### src/hw/rtl/ean13_pkg.sv
`default_nettype none

package ean13_pkg;

    localparam int unsigned NUM_CHARS  = 12;
    localparam int unsigned SEG_W      = 5;
    localparam int unsigned SUM_W      = 8;

    // Segment positions within one symbol.
    localparam logic [SEG_W-1:0] SEG_LEAD_QUIET  = 5'd0;
    localparam logic [SEG_W-1:0] SEG_LEAD_GUARD  = 5'd1;
    localparam logic [SEG_W-1:0] SEG_LEFT_FIRST  = 5'd2;
    localparam logic [SEG_W-1:0] SEG_LEFT_2      = 5'd3;
    localparam logic [SEG_W-1:0] SEG_LEFT_3      = 5'd4;
    localparam logic [SEG_W-1:0] SEG_LEFT_4      = 5'd5;
    localparam logic [SEG_W-1:0] SEG_LEFT_5      = 5'd6;
    localparam logic [SEG_W-1:0] SEG_LEFT_6      = 5'd7;
    localparam logic [SEG_W-1:0] SEG_CENTER      = 5'd8;
    localparam logic [SEG_W-1:0] SEG_RIGHT_7     = 5'd9;
    localparam logic [SEG_W-1:0] SEG_RIGHT_8     = 5'd10;
    localparam logic [SEG_W-1:0] SEG_RIGHT_9     = 5'd11;
    localparam logic [SEG_W-1:0] SEG_RIGHT_10    = 5'd12;
    localparam logic [SEG_W-1:0] SEG_RIGHT_11    = 5'd13;
    localparam logic [SEG_W-1:0] SEG_CHECK       = 5'd14;
    localparam logic [SEG_W-1:0] SEG_TRAIL_GUARD = 5'd15;
    localparam logic [SEG_W-1:0] SEG_TRAIL_QUIET = 5'd16;

    localparam logic [3:0] QUIET_MODULES = 4'd9;
    localparam logic [3:0] GUARD_COUNT   = 4'd3;
    localparam logic [3:0] CENTER_COUNT  = 4'd5;
    localparam logic [3:0] DIGIT_COUNT   = 4'd7;
    localparam logic [3:0] BAD_COUNT     = 4'd0;

    localparam logic [8:0] GUARD_BITS    = 9'h005;
    localparam logic [8:0] CENTER_BITS   = 9'h00A;

    localparam logic [7:0] ASCII_ZERO    = 8'h30;
    localparam logic [7:0] ASCII_NINE    = 8'h39;

    // Queue entry: classified input item.
    typedef struct packed {
        logic [NUM_CHARS-1:0][3:0] digit;
        logic [SUM_W-1:0]          sum;
        logic                      bad;
    } entry_t;

    // Handshake group between the queue and the back end.
    typedef struct packed {
        logic   valid;
        entry_t entry;
    } q_out_t;

    function automatic logic [6:0] code_l(input logic [3:0] d);
        logic [6:0] c;
        case (d)
            4'd0:    c = 7'h0D;
            4'd1:    c = 7'h19;
            4'd2:    c = 7'h13;
            4'd3:    c = 7'h3D;
            4'd4:    c = 7'h23;
            4'd5:    c = 7'h31;
            4'd6:    c = 7'h2F;
            4'd7:    c = 7'h3B;
            4'd8:    c = 7'h37;
            4'd9:    c = 7'h0B;
            default: c = 7'h00;
        endcase
        return c;
    endfunction

    function automatic logic [6:0] code_g(input logic [3:0] d);
        logic [6:0] c;
        case (d)
            4'd0:    c = 7'h27;
            4'd1:    c = 7'h33;
            4'd2:    c = 7'h1B;
            4'd3:    c = 7'h21;
            4'd4:    c = 7'h1D;
            4'd5:    c = 7'h39;
            4'd6:    c = 7'h05;
            4'd7:    c = 7'h11;
            4'd8:    c = 7'h09;
            4'd9:    c = 7'h17;
            default: c = 7'h00;
        endcase
        return c;
    endfunction

    function automatic logic [6:0] code_r(input logic [3:0] d);
        logic [6:0] c;
        case (d)
            4'd0:    c = 7'h72;
            4'd1:    c = 7'h66;
            4'd2:    c = 7'h6C;
            4'd3:    c = 7'h42;
            4'd4:    c = 7'h5C;
            4'd5:    c = 7'h4E;
            4'd6:    c = 7'h50;
            4'd7:    c = 7'h44;
            4'd8:    c = 7'h48;
            4'd9:    c = 7'h74;
            default: c = 7'h00;
        endcase
        return c;
    endfunction

    // bit 4 = character 2 ... bit 0 = character 6; 1 picks the G code
    function automatic logic [4:0] even_mask(input logic [3:0] d);
        logic [4:0] m;
        case (d)
            4'd0:    m = 5'h00;
            4'd1:    m = 5'h0B;
            4'd2:    m = 5'h0D;
            4'd3:    m = 5'h0E;
            4'd4:    m = 5'h13;
            4'd5:    m = 5'h19;
            4'd6:    m = 5'h1C;
            4'd7:    m = 5'h15;
            4'd8:    m = 5'h16;
            4'd9:    m = 5'h1A;
            default: m = 5'h00;
        endcase
        return m;
    endfunction

endpackage

`default_nettype wire

### src/hw/rtl/ean13_front.sv
`default_nettype none

module ean13_front (
    input  wire logic              in_valid,
    output logic                   in_ready,
    input  wire logic [47:0]       digits_high,
    input  wire logic [47:0]       digits_low,
    input  wire logic              q_full,
    output logic                   q_push,
    output ean13_pkg::entry_t      q_entry
);
    import ean13_pkg::*;

    logic [NUM_CHARS-1:0][7:0] ch;
    logic [NUM_CHARS-1:0][3:0] digit;
    logic [NUM_CHARS-1:0]      not_digit;
    logic [5:0]                sum_even;
    logic [5:0]                sum_odd;

    always_comb
    begin
        for (int i = 0; i < 6; i++)
        begin
            ch[i]     = digits_high[47 - 8*i -: 8];
            ch[i + 6] = digits_low[47 - 8*i -: 8];
        end
        for (int i = 0; i < NUM_CHARS; i++)
        begin
            not_digit[i] = (ch[i] < ASCII_ZERO) || (ch[i] > ASCII_NINE);
            // '0'..'9' carry the digit value in the low nibble
            digit[i]     = ch[i][3:0];
        end
    end

    // weight 1 on even positions, weight 3 on odd ones
    assign sum_even = 6'(digit[0]) + 6'(digit[2]) + 6'(digit[4])
                    + 6'(digit[6]) + 6'(digit[8]) + 6'(digit[10]);
    assign sum_odd  = 6'(digit[1]) + 6'(digit[3]) + 6'(digit[5])
                    + 6'(digit[7]) + 6'(digit[9]) + 6'(digit[11]);

    assign q_entry.digit = digit;
    assign q_entry.sum   = SUM_W'(sum_even) + SUM_W'(sum_odd) + {1'b0, sum_odd, 1'b0};
    assign q_entry.bad   = |not_digit;

    assign in_ready = !q_full;
    assign q_push   = in_valid && !q_full;

endmodule

`default_nettype wire

### src/hw/rtl/ean13_fifo.sv
`default_nettype none

// Two-entry queue between front and back.
module ean13_fifo (
    input  wire logic               clk,
    input  wire logic               rst_n,
    input  wire logic               push,
    input  wire ean13_pkg::entry_t  push_entry,
    output logic                    full,
    input  wire logic               pop,
    output ean13_pkg::q_out_t       q_out
);
    import ean13_pkg::*;

    entry_t     mem [2];
    logic       wr_ptr_reg;
    logic       wr_ptr_next;
    logic       rd_ptr_reg;
    logic       rd_ptr_next;
    logic [1:0] count_reg;
    logic [1:0] count_next;
    logic       do_pop;

    assign full        = (count_reg == 2'd2);
    assign do_pop      = pop && (count_reg != 2'd0);
    assign q_out.valid = (count_reg != 2'd0);
    assign q_out.entry = mem[rd_ptr_reg];

    always_comb
    begin
        wr_ptr_next = push ? !wr_ptr_reg : wr_ptr_reg;
        rd_ptr_next = do_pop ? !rd_ptr_reg : rd_ptr_reg;
        count_next  = count_reg + 2'(push) - 2'(do_pop);
    end

    always_ff @(posedge clk)
    begin
        if (push)
        begin
            mem[wr_ptr_reg] <= push_entry;
        end
    end

    always_ff @(posedge clk or negedge rst_n)
    begin
        if (!rst_n)
        begin
            wr_ptr_reg <= 1'b0;
            rd_ptr_reg <= 1'b0;
            count_reg  <= 2'd0;
        end
        else
        begin
            wr_ptr_reg <= wr_ptr_next;
            rd_ptr_reg <= rd_ptr_next;
            count_reg  <= count_next;
        end
    end

endmodule

`default_nettype wire

### src/hw/rtl/ean13_back.sv
`default_nettype none

// Segment sequencer: one segment per cycle, while out_ready allows, into a registered output.
module ean13_back (
    input  wire logic               clk,
    input  wire logic               rst_n,
    input  wire ean13_pkg::q_out_t  q_out,
    output logic                    q_pop,
    output logic                    out_valid,
    input  wire logic               out_ready,
    output logic [8:0]              out_modules,
    output logic [3:0]              out_count,
    output logic                    out_bad,
    output logic                    out_last
);
    import ean13_pkg::*;

    typedef struct packed {
        logic [NUM_CHARS-1:0][3:0] digit;
        logic [3:0]                check;
        logic [4:0]                pmask;
        logic                      bad;
    } item_t;

    item_t            item_reg;
    item_t            item_next;
    logic             active_reg;
    logic             active_next;
    logic [SEG_W-1:0] seg_reg;
    logic [SEG_W-1:0] seg_next;

    logic             valid_reg;
    logic             valid_next;
    logic [8:0]       modules_reg;
    logic [8:0]       modules_next;
    logic [3:0]       count_reg;
    logic [3:0]       count_next;
    logic             bad_reg;
    logic             bad_next;
    logic             last_reg;
    logic             last_next;

    logic             advance;
    logic             last_now;
    logic [15:0]      recip;
    logic [4:0]       quot;
    logic [7:0]       rem8;
    logic [3:0]       rem;
    logic [8:0]       seg_bits;
    logic [3:0]       seg_count;

    // sum mod 10 by reciprocal: floor(s*205/2048) is exact for s < 1029
    assign recip = 16'(q_out.entry.sum) * 16'd205;
    assign quot  = recip[15:11];
    assign rem8  = q_out.entry.sum - 8'(quot) * 8'd10;
    assign rem   = rem8[3:0];

    assign advance  = !valid_reg || out_ready;
    assign last_now = item_reg.bad || (seg_reg == SEG_TRAIL_QUIET);
    assign q_pop    = !active_reg || (advance && last_now);

    always_comb
    begin
        seg_bits  = 9'h000;
        seg_count = DIGIT_COUNT;
        case (seg_reg)
            SEG_LEAD_QUIET:
            begin
                seg_bits  = 9'h000;
                seg_count = QUIET_MODULES;
            end
            SEG_LEAD_GUARD, SEG_TRAIL_GUARD:
            begin
                seg_bits  = GUARD_BITS;
                seg_count = GUARD_COUNT;
            end
            SEG_LEFT_FIRST: seg_bits = {2'b00, code_l(item_reg.digit[1])};
            SEG_LEFT_2: seg_bits = {2'b00, item_reg.pmask[4] ? code_g(item_reg.digit[2])
                                                              : code_l(item_reg.digit[2])};
            SEG_LEFT_3: seg_bits = {2'b00, item_reg.pmask[3] ? code_g(item_reg.digit[3])
                                                              : code_l(item_reg.digit[3])};
            SEG_LEFT_4: seg_bits = {2'b00, item_reg.pmask[2] ? code_g(item_reg.digit[4])
                                                              : code_l(item_reg.digit[4])};
            SEG_LEFT_5: seg_bits = {2'b00, item_reg.pmask[1] ? code_g(item_reg.digit[5])
                                                              : code_l(item_reg.digit[5])};
            SEG_LEFT_6: seg_bits = {2'b00, item_reg.pmask[0] ? code_g(item_reg.digit[6])
                                                              : code_l(item_reg.digit[6])};
            SEG_CENTER:
            begin
                seg_bits  = CENTER_BITS;
                seg_count = CENTER_COUNT;
            end
            SEG_RIGHT_7:  seg_bits = {2'b00, code_r(item_reg.digit[7])};
            SEG_RIGHT_8:  seg_bits = {2'b00, code_r(item_reg.digit[8])};
            SEG_RIGHT_9:  seg_bits = {2'b00, code_r(item_reg.digit[9])};
            SEG_RIGHT_10: seg_bits = {2'b00, code_r(item_reg.digit[10])};
            SEG_RIGHT_11: seg_bits = {2'b00, code_r(item_reg.digit[11])};
            SEG_CHECK:    seg_bits = {2'b00, code_r(item_reg.check)};
            SEG_TRAIL_QUIET:
            begin
                seg_bits  = 9'h000;
                seg_count = QUIET_MODULES;
            end
            default:
            begin
                seg_bits  = 9'h000;
                seg_count = BAD_COUNT;
            end
        endcase
    end

    always_comb
    begin
        item_next    = item_reg;
        active_next  = active_reg;
        seg_next     = seg_reg;
        valid_next   = valid_reg;
        modules_next = modules_reg;
        count_next   = count_reg;
        bad_next     = bad_reg;
        last_next    = last_reg;

        if (advance)
        begin
            valid_next = active_reg;
            if (active_reg)
            begin
                if (item_reg.bad)
                begin
                    modules_next = 9'h000;
                    count_next   = BAD_COUNT;
                end
                else
                begin
                    modules_next = seg_bits;
                    count_next   = seg_count;
                end
                bad_next    = item_reg.bad;
                last_next   = last_now;
                seg_next    = seg_reg + 5'd1;
                active_next = !last_now;
            end
        end

        if (q_pop && q_out.valid)
        begin
            item_next.digit = q_out.entry.digit;
            item_next.check = (rem == 4'd0) ? 4'd0 : 4'd10 - rem;
            item_next.pmask = even_mask(q_out.entry.digit[0]);
            item_next.bad   = q_out.entry.bad;
            active_next     = 1'b1;
            seg_next        = SEG_LEAD_QUIET;
        end
    end

    always_ff @(posedge clk)
    begin
        item_reg    <= item_next;
        modules_reg <= modules_next;
        count_reg   <= count_next;
        bad_reg     <= bad_next;
        last_reg    <= last_next;
    end

    always_ff @(posedge clk or negedge rst_n)
    begin
        if (!rst_n)
        begin
            active_reg <= 1'b0;
            seg_reg    <= SEG_LEAD_QUIET;
            valid_reg  <= 1'b0;
        end
        else
        begin
            active_reg <= active_next;
            seg_reg    <= seg_next;
            valid_reg  <= valid_next;
        end
    end

    assign out_valid   = valid_reg;
    assign out_modules = modules_reg;
    assign out_count   = count_reg;
    assign out_bad     = bad_reg;
    assign out_last    = last_reg;

endmodule

`default_nettype wire

### src/hw/rtl/ean13_barcode_module_encoder_top.sv
`default_nettype none

// Channel   Dir  Signals                          Contents
// s_axis    in   s_tvalid s_tready s_tdata[95:0]  twelve ASCII characters
// m_axis    out  m_tvalid m_tready m_tdata[15:0]  one bar segment per transfer
//                m_tuser m_tlast                  bad input flag, last segment
//
// A valid code gives 17 output transfers, one per cycle while m_tready stays
// high; the back-end sequencer sets the input rate, as it loads a code only with
// the last segment of the one before. A code with a non-digit character gives one
// transfer. The first output passes queue write, sequencer load and output register.
// Reset (rst_n low, asynchronous) empties the queue and the output register.
// m_axis back-pressure stalls the sequencer; inputs are taken until the queue is full.

module ean13_barcode_module_encoder_top (
    input  wire logic        clk,
    input  wire logic        rst_n,

    input  wire logic        s_tvalid,
    output logic             s_tready,
    // [47:0] digits_high, [95:48] digits_low
    input  wire logic [95:0] s_tdata,

    output logic             m_tvalid,
    input  wire logic        m_tready,
    // [8:0] modules, [12:9] module_count, [15:13] zero
    output logic [15:0]      m_tdata,
    // [0] bad_input
    output logic             m_tuser,
    output logic             m_tlast
);
    import ean13_pkg::*;

    logic       q_full;
    logic       q_push;
    entry_t     q_entry;
    logic       q_pop;
    q_out_t     q_out;
    logic [8:0] seg_modules;
    logic [3:0] seg_count;

    // Front: checks the characters, extracts digits, forms the weighted sum.
    ean13_front u_front (
        .in_valid    (s_tvalid),
        .in_ready    (s_tready),
        .digits_high (s_tdata[47:0]),
        .digits_low  (s_tdata[95:48]),
        .q_full      (q_full),
        .q_push      (q_push),
        .q_entry     (q_entry)
    );

    // Queue decouples input acceptance from segment output.
    ean13_fifo u_fifo (
        .clk        (clk),
        .rst_n      (rst_n),
        .push       (q_push),
        .push_entry (q_entry),
        .full       (q_full),
        .pop        (q_pop),
        .q_out      (q_out)
    );

    // Back: finishes the check digit and walks the 17 segments of a valid code.
    ean13_back u_back (
        .clk         (clk),
        .rst_n       (rst_n),
        .q_out       (q_out),
        .q_pop       (q_pop),
        .out_valid   (m_tvalid),
        .out_ready   (m_tready),
        .out_modules (seg_modules),
        .out_count   (seg_count),
        .out_bad     (m_tuser),
        .out_last    (m_tlast)
    );

    assign m_tdata = {3'b000, seg_count, seg_modules};

endmodule

`default_nettype wire

### config.mk
export PLATFORM = sky130hd
export DESIGN_NAME = ean13_barcode_module_encoder_top
export DESIGN_NICKNAME = d
export VERILOG_FILES = /design/src/hw/rtl/ean13_pkg.sv /design/src/hw/rtl/ean13_front.sv /design/src/hw/rtl/ean13_fifo.sv /design/src/hw/rtl/ean13_back.sv /design/src/hw/rtl/ean13_barcode_module_encoder_top.sv
export SDC_FILE = /design/constraint.sdc
export NUM_CORES = 1
export LEC_CHECK = 0
export BUFFER_PORTS_ARGS = -buffer_cell sky130_fd_sc_hd__buf_2
export CAP_MARGIN = 20
export CORE_UTILIZATION = 25
export CTS_CLUSTER_SIZE = 24
export DETAILED_ROUTE_END_ITERATION = 6
export GPL_TIMING_DRIVEN = 0
export PLACE_DENSITY_LB_ADDON = 0.3
export SLEW_MARGIN = 20
export SYNTH_ARGS = -nofsm -noshare
export SYNTH_HDL_FRONTEND = slang
export SYNTH_SLANG_ARGS = --single-unit
### constraint.sdc
create_clock -name clk -period 13.95 [get_ports clk]
set_input_delay 0 -clock clk [delete_from_list [all_inputs] [get_ports clk]]
set_output_delay 0 -clock clk [all_outputs]
set_load 0.01 [all_outputs]
### After elaboration in Yosys (flattened, before gate mapping)

Memory sizes are Yosys's and may differ from the RTL's. A register that Yosys moved wholly into a read port is not among the register bits.
Cells that the tools add are included.

| storage, ports and cells | value |
|---|---|
| register bits after elaboration | 75 |
| latch bits | 0 |
| bits in writable memories | 114 |
| memory bits (read-only) | 1712 |
| input bits | 100 |
| memories kept | 19 |

| cells by class | value |
|---|---|
| $add $sub $neg | 17 |
| multiply operators | 2 |
| divide/modulo/power cells | 0 |
| $lt $le $gt $ge | 24 |
| equal/unequal tests | 17 |
| shift-type cells | 0 |
| multiplexer cells | 33 |
| bitwise logic cells | 0 |
| reduce and logical (&&, ||, !) cells | 35 |

Memory list:

| memory | depth | bits a word | rd ports | clocked after Yosys merged registers in | write ports | line | RTL |
|---|---|---|---|---|---|---|---|
| u_fifo.mem | 2 | 57 | 1 | 0 | 1 | ean13_fifo.sv:15 | `entry_t mem [2];` |
| (no name shown) | 16 | 6 | 1 | 1 | 0 | ean13_pkg.sv:55 | `case (d)` |
| (no name shown) | 16 | 6 | 1 | 1 | 0 | ean13_pkg.sv:73 | `case (d)` |
| (no name shown) | 16 | 6 | 1 | 1 | 0 | ean13_pkg.sv:55 |  |
| (no name shown) | 16 | 6 | 1 | 1 | 0 | ean13_pkg.sv:73 |  |
| (no name shown) | 16 | 6 | 1 | 1 | 0 | ean13_pkg.sv:55 |  |
| 13 more memories | n/a | n/a | n/a | n/a | n/a | n/a |  |

Operator list:

| operator | number |
|---|---|
| one-hot mux 7 bit (14 select lines) | 1 |
| greater-than comparator 8 x 6 -> 1 bit (second input constant) | 12 |
| less-than comparator 8 x 6 -> 1 bit (second input constant) | 12 |
| 2-to-1 mux 4 bit | 18 |
| adder 6 x 4 -> 6 bit | 8 |
| equality test 5 x 4 -> 1 bit (second input constant) | 8 |
| 2-to-1 mux 7 bit | 5 |
| OR reduction 12 bit | 2 |
| equality test 5 x 3 -> 1 bit (second input constant) | 4 |
| multiplier 8 x 8 -> 16 bit (second input constant) | 1 |
| one-hot mux 4 bit (4 select lines) | 1 |
| logical OR 1 bit | 15 |
| 2-to-1 mux 5 bit | 3 |
| adder 4 x 4 -> 5 bit | 2 |
| equality test 5 x 2 -> 1 bit (second input constant) | 2 |
| adder 8 x 7 -> 8 bit | 1 |
| adder 6 x 6 -> 7 bit | 1 |
| logical NOT 1 bit | 6 |
| nonzero test 2 bit | 3 |
| adder 5 x 1 -> 5 bit (second input constant) | 1 |
| equality test 5 x 1 -> 1 bit (second input constant) | 1 |
| equality test 5 bit (second input constant) | 1 |
| logical NOT 5 bit | 1 |
| multiplier 5 x 3 -> 3 bit (second input constant) | 1 |
| other kinds (10) | 18 |

### Logic depth before layout (Yosys ltp)

| depth | value |
|---|---|
| depth after elaboration | 7 |
| mapped depth | 32 |
| depth with buffers taken out | 28 |

### By module

A second synthesis with hierarchy kept.

| unflattened totals | value |
|---|---|
| cell total of the unflattened synthesis | 1371 |
| area, all modules | 15952.8 um^2 |

By module, submodules not included:

| module | times used | cells an instance | area each (um^2) |
|---|---|---|---|
| ean13_back | 1 | 925 | 9507.9 |
| ean13_fifo | 1 | 194 | 4389.2 |
| ean13_front | 1 | 248 | 2029.4 |
| ean13_barcode_module_encoder_top | 1 | 4 | 26.3 |

### Least setup slack after synthesis

Ideal clock, no wire load.

| path | value |
|---|---|
| kind | register to register |
| start point | register u_fifo.rd_ptr_reg |
| end point | register with a tool-made name |
| library setup time | 129 ps |
| data arrival time | 7420 ps |
| data required time | 13821 ps |
| setup slack | 6401 ps |
| cell stages (with the launch flop) | 30 |
| buffers on the path | 4 |
| cell sequence | dfrtp_1 > clkbuf_1 > buf_2 > buf_2 > buf_2 > mux2_2 > ha_1 > fa_1 > inv_1 > fa_1 > fa_1 > inv_1 > ha_1 > a21o_1 > a21o_1 > a221oi_2 > xnor2_1 > ha_1 > inv_1 > fa_1 > xnor2_1 > xnor2_1 > xnor2_1 > xnor3_2 > nor2_1 > a21oi_1 > mux2_2 > ha_1 > mux2i_1 > o22ai_1 |

RTL lines:

| element | line | RTL |
|---|---|---|
| from (decl) | ean13_fifo.sv:18 | `logic rd_ptr_reg;` |
| from (signal assigned) | ean13_fifo.sv:55 | `rd_ptr_reg <= rd_ptr_next;` |

==> flow_summary.ini <==
[status]
status = complete, but fails checks
violations = design-rule violations

[critical_path]
critical-path-max-stage-delay_ns = 0.55
ff2ff_setup_slack_ns = 5.14
rr_worst_depth = 31
worstSetupPathType = reg2reg
critPathRequiredTime_ns = 14.39
critPathArrivalTime_ns = 9.25
endpoint_kind = flop
start_kind = flop
r2r-start = u_fifo.rd_ptr_reg
crit_path_max_fanout = 10
cp_common_cell = inv_1
crit_slowest_cell = fa_1

[die]
dieArea_mm2 = 0.06314
die_w_um = 251.3
row_count = 91
fp.dieH_um = 251.3
io_pins = 120
start_util = 0.2522
core_mm2 = 0.06160

[route]
drc = 2
num_vias = 10481
ant_nets = 0
drt_first_pass_iters = 7
wl_per_cell_um = 15.73
drt_wl_total_um = 38080
first_iter_violations = 640
vias_per_cell = 4.329

[placed_design]
port_buffers = 114
dp_cells = 2303
gp_congestion = 0.8395
dpl_cell_area_mm2 = 0.01730
dp_hpwl_um = 29550

[worst_hold_path]
hp-start = s_tdata[32]
hold_path_end = u_fifo.mem[1][13]
hold_depth = 2
holdCritPathClass = in2reg

[logic_synthesis]
ys_top_cells_by_area = edfxtp_1 35%, dfxtp_1 13%, ha_1 12%, fa_1 5.2%, mux2_2 4.3%
ys.flop_type = edfxtp_1
syn_area_mm2 = 0.01553
syn_inst = 1343
synth-seq-cells = 289
synth-seq-area-share = 0.4926
synth_top_area_frac = 0.3499
synth_cell_types = 59
synth_edf_count = 181
synth_top_area_cell = edfxtp_1
avgSynthCellArea_um2 = 11.57
synthArstFlopShare = 0.03806
yosysWarnings = 0

[timing]
period_minus_slack_ns = 8.809
worst_pin_slew_ns = 1.017
fmax_mhz = 113.5
finClkSkew_ns = 0.03213
fin_crit_sh = 0.6315
hold_viol_final = 0
relSlewSlack = 0.3223
rsz0062_at_grt = no
tns_ns = 0
setup_viol = 0
slew_viol_final = 0

[clock_tree]
numCtsBuffers = 35
clock_sinks = 289
root_buffer = clkbuf_16
worstSkewPairLatency_ns = 0.54
htreeDepth = 2
cts_tree = done
post_cts_buffers = 0
clockBufferDepth = 3
cts-resized-gates = 0
clk_pin_slew_ns = 0.06
cts_hold_buf = 56

[layout]
area_growth_pct = 22.98
stdcell_area_mm2 = 0.01910
num_antenna_cells = 0
nets = 1850
drive_gt1_frac = 0.1604
final_cells = 2421
fillers = 6263

[global_routing]
grt_max_degree = 44
grt_pass1_wl_um = 58630
grt_antenna_before_repair = 0
grt.overflow.total = 0
grt_pass1_vias = 10437
track_usage = 0.1199

[job]
maxCapViolations = 0
## synthesized netlist by cell type, drive strengths merged, types with 27 or more instances
cell type,number
a21oi,80
dfxtp,97
mux2,60
edfxtp,181
fa,40
a21o,27
mux2i,61
nand2,61
inv,153
nor2,96
o22ai,39
o21ai,70
ha,151
## metal layers
layer,track usage,vias to the layer above,wire [um]
met2,0.2030,247,18050
met4,0.03990,0,977
met3,0.01605,57,1360
met5,0,-,0
li1,-,5173,-
met1,0.1570,5004,17680
## worst max-delay path: cells and delay by family, from the launching register on
family / cells / cell delay, ns
fa+ha+maj: 8 / 3.03
simple gates: 2 / 0.22
mux: 2 / 0.68
buf+inv: 9 / 2.11
compound gates: 5 / 1.04
xor+xnor: 5 / 1.14
flops: 1 / 0.45
## final cells by class
| type | instances | area, um^2 | area share |
|---|---|---|---|
| Multi-Input combinational cell | 863 | 7149 | 0.3742 |
| Inverter | 153 | 574.3 | 0.03006 |
| Clock inverter | 21 | 320.3 | 0.01677 |
| Tap cell | 837 | 1047 | 0.05482 |
| Buffer | 42 | 186.4 | 0.009759 |
| Timing Repair Buffer | 175 | 1254 | 0.06563 |
| Clock buffer | 41 | 919.6 | 0.04814 |
| Sequential cell | 289 | 7652 | 0.4006 |
## kinds of logic after synthesis
family / Yosys count / share of synthesized area
DFF: 289 / 0.4926
AOI/OAI and AO/OA: 285 / 0.1141
and+or+nand+nor: 227 / 0.06669
buffers and inverters: 195 / 0.04889
adders and majority gates: 191 / 0.1732
muxes: 121 / 0.08409
xor gates and xnor gates: 34 / 0.02014
other: 1 / 0.0002414
## stage by stage
step                worst slack, ns    util  hold WS (ns)
floorplan                     6.401       -       -0.2956
global placement              5.099  0.2787      -0.07479
detailed placement            5.077  0.2809      -0.07187
CTS                           4.990  0.3101        0.1971
global route                  4.548  0.3101        0.2125
finish                        5.141  0.3101        0.2158
## how the worst max path moves through the flow
stage	cells after the start	from	endpoint
2_1_floorplan	29	u_fifo.rd_ptr_reg	flop
3_3_place_gp	30	u_fifo.rd_ptr_reg	flop
3_5_place_dp	31	u_fifo.rd_ptr_reg	flop
4_1_cts	31	u_fifo.rd_ptr_reg	flop
5_1_grt	32	u_fifo.rd_ptr_reg	flop
6_report	31	u_fifo.rd_ptr_reg	flop
## cells in the final DEF (no fill, tap or decap), drive strengths merged, types with 6 or more instances in the layout
| cell type | instances |
|---|---|
| edfxtp | 181 |
| inv | 154 |
| ha | 151 |
| buf | 139 |
| dfxtp | 97 |
| nor2 | 96 |
| a21oi | 80 |
| o21ai | 70 |
| clkbuf | 63 |
| nand2 | 61 |
| mux2i | 61 |
| mux2 | 60 |
| dlygate4sd3 | 56 |
| fa | 40 |
| o22ai | 39 |
| a21o | 27 |
| xnor2 | 24 |
| nand3 | 11 |
| dfrtp | 11 |
| clkinv | 11 |
| xor2 | 9 |
| nand2b | 9 |
| nand4 | 9 |
| a211o | 9 |
| o21a | 8 |
| a211oi | 8 |
| bufinv | 8 |
| nor2b | 7 |
| and2 | 7 |
| nor3 | 7 |
| a31oi | 7 |
| o21bai | 6 |
| a22oi | 6 |
Power is left out: the tool's default activity adds up to more than one toggle a clock period on the data nets, which glitch-free logic cannot reach.
